===== config.mk =====
export PLATFORM = sky130hd
export DESIGN_NAME = dtwa_ctrl
export DESIGN_NICKNAME = d
export VERILOG_FILES = /design/src/rtl/day_table_window_average_unit_defines.svh /design/src/rtl/dtwa_pkg.sv /design/src/rtl/dtwa_ctrl.sv
export SDC_FILE = /design/constraint.sdc
export NUM_CORES = 1
export LEC_CHECK = 0
export BUFFER_PORTS_ARGS = -buffer_cell sky130_fd_sc_hd__buf_4
export CORE_UTILIZATION = 40
export DETAILED_ROUTE_END_ITERATION = 16
export GPL_TIMING_DRIVEN = 0
export PLACE_DENSITY = 0.7
export SLEW_MARGIN = 25
export SYNTH_ARGS = -nofsm -noshare
export SYNTH_HDL_FRONTEND = slang
export SYNTH_SLANG_ARGS = --single-unit

===== constraint.sdc =====
create_clock -name clk -period 4 [get_ports clk]
set_clock_uncertainty 0.1 [all_clocks]
set_input_delay 1 -clock clk [delete_from_list [all_inputs] [get_ports clk]]
set_output_delay 1 -clock clk [all_outputs]
set_load 0.1 [all_outputs]

===== src/rtl/day_table_window_average_unit_defines.svh =====
// ----------------------------------------------------------------------------
// Assertion macros for the day table window average unit
// Concurrent checks, compiled out for synthesis.
// ----------------------------------------------------------------------------
`ifndef DAY_TABLE_WINDOW_AVERAGE_UNIT_DEFINES_SVH
`define DAY_TABLE_WINDOW_AVERAGE_UNIT_DEFINES_SVH

`ifndef SYNTHESIS
// Consequent must hold in the same cycle as the antecedent.
`define DTWA_ASSERT_SAME(lbl, clk, rst_n, ante, cons) \
  lbl: assert property (@(posedge clk) disable iff (!rst_n) (ante) |-> (cons)) \
    else $error("same-cycle check failed");
// Consequent must hold in the cycle after the antecedent.
`define DTWA_ASSERT_NEXT(lbl, clk, rst_n, ante, cons) \
  lbl: assert property (@(posedge clk) disable iff (!rst_n) (ante) |=> (cons)) \
    else $error("next-cycle check failed");
`else
`define DTWA_ASSERT_SAME(lbl, clk, rst_n, ante, cons)
`define DTWA_ASSERT_NEXT(lbl, clk, rst_n, ante, cons)
`endif

`endif


===== src/rtl/dtwa_pkg.sv =====
// ----------------------------------------------------------------------------
// dtwa_pkg
// Shared constants, codes and controller/datapath bundles.
// ----------------------------------------------------------------------------
`default_nettype none

package dtwa_pkg;

  localparam int TABLE_DEPTH = 16384;
  localparam int ADDR_W      = $clog2(TABLE_DEPTH);
  localparam int CNT_W       = $clog2(TABLE_DEPTH + 1);

  localparam int DAY_W   = 17;
  localparam int VAL_W   = 16;
  localparam int KIND_W  = 2;
  localparam int STAT_W  = 2;
  localparam int IDX_W   = DAY_W + 1;

  localparam int HALF_SPAN = 40;
  localparam int SPAN_BACK = 80;
  localparam int SPAN_LEN  = 81;

  localparam int WIN_W  = $clog2(TABLE_DEPTH + HALF_SPAN);
  localparam int SUM_W  = $clog2(SPAN_LEN * ((1 << VAL_W) - 1) + 1);

  // floor(x / 81) = (x * DIV_MULT) >> DIV_SHIFT, exact for x < 2**27
  localparam int DIV_SHIFT = 30;
  localparam int MULT_W    = 24;
  localparam logic [MULT_W-1:0] DIV_MULT = MULT_W'(13256072);
  localparam int PROD_W    = SUM_W + MULT_W;

  typedef enum logic [KIND_W-1:0] {
    KIND_LOAD   = 2'd0,
    KIND_LOOKUP = 2'd1,
    KIND_AVG    = 2'd2
  } kind_t;

  typedef enum logic [STAT_W-1:0] {
    ST_OK      = 2'd0,
    ST_UNAVAIL = 2'd1,
    ST_FULL    = 2'd2
  } status_t;

  typedef struct packed {
    logic capture;
    logic decode;
    logic do_load;
    logic set_full;
    logic set_unavail;
    logic rd_single;
    logic win_init;
    logic rd_window;
    logic take_rdata;
    logic mul;
    logic take_quot;
    logic push;
  } dtwa_cmd_t;

  typedef struct packed {
    logic [KIND_W-1:0] kind;
    logic              avail;
    logic              full;
    logic              win_last;
    logic              out_free;
  } dtwa_sts_t;

endpackage

`default_nettype wire


===== src/rtl/dtwa_ctrl.sv =====
// ----------------------------------------------------------------------------
// dtwa_ctrl
// Sequencer: decodes each item and steps the datapath through it.
// ----------------------------------------------------------------------------
`default_nettype none

module dtwa_ctrl (
  input  wire logic               clk,
  input  wire logic               rst_n,
  input  wire logic               in_valid,
  output logic                    in_ready,
  input  wire dtwa_pkg::dtwa_sts_t sts,
  output dtwa_pkg::dtwa_cmd_t     cmd
);

  typedef enum logic [8:0] {
    S_IDLE   = 9'b000000001,
    S_DECODE = 9'b000000010,
    S_EXEC   = 9'b000000100,
    S_LOOK   = 9'b000001000,
    S_SUM    = 9'b000010000,
    S_TAIL   = 9'b000100000,
    S_MUL    = 9'b001000000,
    S_QUOT   = 9'b010000000,
    S_DONE   = 9'b100000000
  } state_t;

  state_t state_r, state_nxt;

  always_ff @(posedge clk) begin
    if (!rst_n) begin
      state_r <= S_IDLE;
    end else begin
      state_r <= state_nxt;
    end
  end

  always_comb begin
    state_nxt = state_r;
    cmd       = '0;
    in_ready  = 1'b0;
    unique case (state_r)
      S_IDLE: begin
        in_ready = 1'b1;
        if (in_valid) begin
          cmd.capture = 1'b1;
          state_nxt   = S_DECODE;
        end
      end
      S_DECODE: begin
        cmd.decode = 1'b1;
        state_nxt  = S_EXEC;
      end
      S_EXEC: begin
        state_nxt = S_DONE;
        case (sts.kind)
          dtwa_pkg::KIND_LOAD: begin
            if (sts.full) begin
              cmd.set_full = 1'b1;
            end else begin
              cmd.do_load = 1'b1;
            end
          end
          dtwa_pkg::KIND_LOOKUP: begin
            if (sts.avail) begin
              cmd.rd_single = 1'b1;
              state_nxt     = S_LOOK;
            end else begin
              cmd.set_unavail = 1'b1;
            end
          end
          dtwa_pkg::KIND_AVG: begin
            if (sts.avail) begin
              cmd.win_init = 1'b1;
              state_nxt    = S_SUM;
            end else begin
              cmd.set_unavail = 1'b1;
            end
          end
          default: begin
            cmd.set_unavail = 1'b1;
          end
        endcase
      end
      S_LOOK: begin
        cmd.take_rdata = 1'b1;
        state_nxt      = S_DONE;
      end
      S_SUM: begin
        // one table read per cycle, accumulated in the cycle after
        cmd.rd_window = 1'b1;
        if (sts.win_last) begin
          state_nxt = S_TAIL;
        end
      end
      S_TAIL: begin
        state_nxt = S_MUL;
      end
      S_MUL: begin
        cmd.mul   = 1'b1;
        state_nxt = S_QUOT;
      end
      S_QUOT: begin
        cmd.take_quot = 1'b1;
        state_nxt     = S_DONE;
      end
      S_DONE: begin
        // hold until the output register frees up
        if (sts.out_free) begin
          cmd.push  = 1'b1;
          state_nxt = S_IDLE;
        end
      end
      default: begin
        state_nxt = S_IDLE;
      end
    endcase
  end

endmodule

`default_nettype wire


==> results of run 1 <==
[where the power goes]
group	internal [uW]	switching [uW]	leakage, uW
Sequential	102	15.6	0.0000732
Clock	38.4	31.4	0.0000150
Combinational	101	208	0.000339
[layer usage]
metal	global-route usage	routed length, um
met4	0.106	20
met2	0.324	841
met5	0	0
met3	0.0340	71
met1	0.224	748
[cells by family after synthesis]
family	Yosys count	synth area share
AOI/OAI and AO/OA	14	0.146
xor gates and xnor gates	1	0.0132
muxes	1	0.0151
buffers and inverters	8	0.0624
and+or+nand+nor	45	0.435
DFF	9	0.272
adders and majority gates	3	0.0567
[worst register-to-register path, cell delays in order (launching register included)]
cell and delay, ns:
dfxtp_1 0.37, or3_4 0.43, or4_4 0.54, o221ai_1 0.35, nor4_1 0.09
[cell type report]
class                   count  area (um^2)
plain buffers               2         18.8
clock buffers               4         26.3
fillers                   151          652
inverters                   6         22.5
multi-input cells          64          447
flip-flops and latches      9          180
well taps                  16         20.0
repair buffers             21          158
[path summary, 6_finish.rpt]
check | slack, ns | to
setup / recovery | 0.74 | cmd[6]
setup reg to reg | 2.00 | state_r[6]
hold / removal | 0.45 | state_r[6]
hold reg to reg | 0.45 | state_r[6]
[metrics by stage]
stage | util | std cells
3_3_place_gp | 0.555 | 118
2_1_floorplan | - | 81
4_1_cts | 0.572 | 122
6_report | 0.572 | 122
3_5_place_dp | 0.555 | 118
5_1_grt | 0.572 | 122
[Yosys cell counts (all sizes together) (2+ instances only)]
cell / n
a21oi: 3
and2: 2
and3: 7
and4: 2
buf: 2
dfxtp: 9
ha: 3
inv: 6
nand2: 4
nand2b: 2
nor2: 7
nor2b: 2
nor3: 3
nor3b: 2
nor4: 3
nor4b: 2
o2111ai: 2
o21ai: 3
or2: 2
or3: 3
==> metrics.txt, run 1 <==
EDFF count, synth=0; DR vias=706; initial antenna violation count=0; routability congestion estimate=0.863; Clock Path Buffers=2; residual DRC count=0; Placement Setup Slack=between 0.8 and 0.9 ns; Biggest register=state_r; stages on the worst setup path=5; Hold Buf Count CTS=0; 1st-iter DRT viols=12; worst hold path stage count=2; CP startpoint kind=register; Clock Pin Slew Worst Setup and Hold Paths=about 0.060 ns; Antenna diodes=0; Resized Gates After CTS=0; path depth of the worst reg2reg path=4; core area=0.00152 mm^2; Area contributors post-synth=dfxtp_1 27%, and3_1 6.6%, ha_1 5.7%; worst hold path type=register to register; cell area after layout=872 um^2; Area Growth Syn to Fin=31.8%; final hold violation count=0; Crit path max-delay family=simple AND/OR/NAND/NOR gates; router iterations before antenna repair=4; number of flip-flops in the largest register=9; PortBufs=21; vias per cell=5.79; Final min period=3.26 ns; WP buf/inv=2; Peak VDD IR=0.000660 V; CP Capture Type=primary output; DIE AREA=0.00182 mm^2; Setup WS post-layout=~0.74 ns; Synth Flop Type=dfxtp_1; commonest non-fill, non-tap cell in the layout=buf_4; Synth Area per Inst=8.17 um^2; Worst Path Max Fanout=9; max incr delay on CP=between 0.4 and 0.5 ns; max-cap violations=0; Largest regs=state_r x9; pin count of the biggest net entering global routing=10; Total Wirelength=1.68 mm; Synth cell types=35; setup bufs post-CTS=0; endpoints failing setup=0; sequential element share of the synthesized area=0.272; TritonCTS clock tree=yes; DP HPWL=1.33 mm; Static Leakage=0.000427 uW; status=finished, final reports clean; Num CTS Buffers=3; Slew @ Worst Pin=between 0.5 and 0.6 ns; CP Data Required Time=about 2.9 ns; Post-synth ARST share=0; Crit-path slowest cell=nor4_2; placed cell areas=846 um^2; Hold Startpoint=state_r[1]; Pwr Density=570 mW/mm^2; vias in the first global route=around 650; Synth area leader=dfxtp_1; slew margin rel.=0.631; post-route ant nets=0; RSZ-0062 raised after global routing=no; die span in y=between 40 and 50 um; startpoint of the worst register-to-register path=state_r[5]; GRT Total Usage=0.191; Syn Nets=between 90 and 100; hold slack final=0.452 ns; Die X-Extent=42.7 um; Initial Util=0.434; overflow left after global routing=0; Synth top area share=0.272; clk sink count=9; mean routed wirelength per cell=13.8 um; most frequent cells in the layout=22 x buf_4, 9 x dfxtp_1, 7 x nor2_1, 7 x and3_1, 6 x inv_1; # IOs=22; fraction of layout cells with a size suffix above 1=0.321; Final period util=0.816; Mapped Cells=just over 80; Site Rows=14; clk_lat worst skew=0.26 ns; Worst Setup SP=state_r[1]; Slew Viols, Final=0; warnings from Yosys=0; Power, Total=497 uW; CTS root buf=clkbuf_4; setup TNS=0 ns; H-tree Lvls=1; Fmax=306 MHz; #FFs+latches synth=9; first-pass GRT wire length=2.62 mm; fin nets=119; CP cell instances=buf_6 > or3_4 > nor4_2 > and3_1 > buf_4; Crit Path Class=register to primary output; area of the mapped netlist=662 um^2; Crit path arrival time=2.16 ns
Note: power is estimated with default switching activity, not from simulation.
==> run 2: changes to the inputs <==
- clock period: 4 -> 3.35 ns (I/O delays scaled with it)
==> metrics.txt, run 2 (synthesized netlist as in run 1, its figures left out) <==
status=finished, final reports clean; TritonCTS clock tree=yes; Area Growth Syn to Fin=34.2%; Final min period=3.08 ns; Peak VDD IR=0.000873 V; Final period util=0.920; CP Capture Type=primary output; post-route ant nets=0; core area=0.00152 mm^2; endpoints failing setup=0; Antenna diodes=0; first-pass GRT wire length=2.89 mm; Clock Pin Slew Worst Setup and Hold Paths=0.06 ns; commonest non-fill, non-tap cell in the layout=buf_4; CP startpoint kind=register; 1st-iter DRT viols=6; Top Metal Used=met4; Slew Viols, Final=0; Slew @ Worst Pin=0.521 ns; Crit Path Class=register to primary output; clk_lat worst skew=0.27 ns; Die X-Extent=42.7 um; vias in the first global route=661; clk sink count=9; vias per cell=between 5 and 6; slew margin rel.=0.650; Largest regs=state_r x9; pin count of the biggest net entering global routing=10; Crit path arrival time=around 2.1 ns; Total Wirelength=1.65 mm; fraction of layout cells with a size suffix above 1=0.349; Sw Ratio=0.518; area occupied by multi-input gates=459 um^2; GRT Total Usage=0.204; die span in y=between 40 and 50 um; DR vias=between 600 and 700; Clock power frac=0.142; Resized Gates After CTS=0; Num CTS Buffers=3; worst hold path type=register to register; setup TNS=0 ns; Fmax=325 MHz; Pwr Density=roughly 680 mW/mm^2; total internal power=about 290 uW; Biggest register=state_r; FF-to-FF setup slack=between 1 and 1.5 ns; PortBufs=21; Static Leakage=0.000422 uW; sequential fraction of design power=0.233; most frequent cells in the layout=22 x buf_4, 9 x dfxtp_1, 7 x and3_1; Worst Path Max Fanout=6; overflow left after global routing=0; initial antenna violation count=0; CP Data Required Time=~2.4 ns; met1 WL=approximately 760 um; Fillers=159; H-tree Lvls=1; router iterations before antenna repair=4; final hold violation count=0; Reg area=180 um^2; number of flip-flops in the largest register=9; RSZ-0062 raised after global routing=no; DP HPWL=1.31 mm; # IOs=22; CTS root buf=clkbuf_4; Comb pwr share=0.624; Met2 Wirelength=816 um; Detail Route met3 WL=50 um; setup bufs post-CTS=0; fin nets=119; Psw=about 320 uW; fin util=0.583; max-cap violations=0; Clock Path Buffers=2; residual DRC count=0; Hold Buf Count CTS=0; mean routed wirelength per cell=13.5 um; DIE AREA=0.00182 mm^2; Site Rows=14; routability congestion estimate=a little under 0.8; Layout Cells excl Fill=between 100 and 150; Placed Cells=roughly 120; Initial Util=0.434
run 2: cell types whose count changed in the layout (fill, tap and decap cells not counted):
cell	delta
nor4b_2	-1
nor2_1	-1
and2_2	+1
clkinvlp_4	+1
and2_1	-1
inv_1	-1
nor2_2	+1
nor4b_4	+1
run 2: path summary, 6_finish.rpt:
| kind | start | end | cells after the start |
|---|---|---|---|
| setup / recovery | state_r[5] | cmd[11] | 5 |
| hold / removal | state_r[1] | state_r[6] | 2 |
| setup reg to reg | state_r[5] | state_r[6] | 4 |
| hold reg to reg | state_r[1] | state_r[6] | 2 |
run 2: metal layers:
metal	vias to the layer above	track usage
met3	2	0.0255
met5	-	0
met4	0	0.0938
met2	14	0.324
li1	351	-
met1	326	0.273
run 2: worst max-delay path: stages, from the launching register on:
cell	delay [ns]
dfxtp_1	0.38
or3_4	0.44
or4_4	0.55
clkinvlp_4	0.10
and2_2	0.13
buf_4	0.28
run 2: power by group through the flow:
| stage | Sequential [uW] | Combinational, uW | Clock, uW |
|---|---|---|---|
| floorplan | 139 | 309 | 0 |
| global placement | 144 | 375 | 0 |
| detailed placement | 144 | 380 | 0 |
| CTS | 142 | 381 | 86.7 |
| global route | 145 | 406 | 91.6 |
| finish | 142 | 380 | 86.5 |
run 2: final cells by class:
cell class                 count  share of cell area
tap                           16              0.0225
inverter                       6              0.0296
sequential                     9               0.203
buffer                         2              0.0211
multi-input combinational     64               0.517
timing repair buffer          21               0.177
clock buffer                   4              0.0296
run 2: per-stage QoR:
| step | total power, uW | cell area [um^2] | worst slack [ns] | hold WS, ns |
|---|---|---|---|---|
| 5_1_grt | 643 | 888 | 0.154 | 0.478 |
| 4_1_cts | 610 | 888 | 0.261 | 0.461 |
| 2_1_floorplan | 448 | 684 | 0.0517 | 0.424 |
| 3_5_place_dp | 524 | 862 | 0.495 | 0.450 |
| 6_report | 608 | 888 | 0.269 | 0.457 |
| 3_3_place_gp | 518 | 862 | 0.517 | 0.443 |
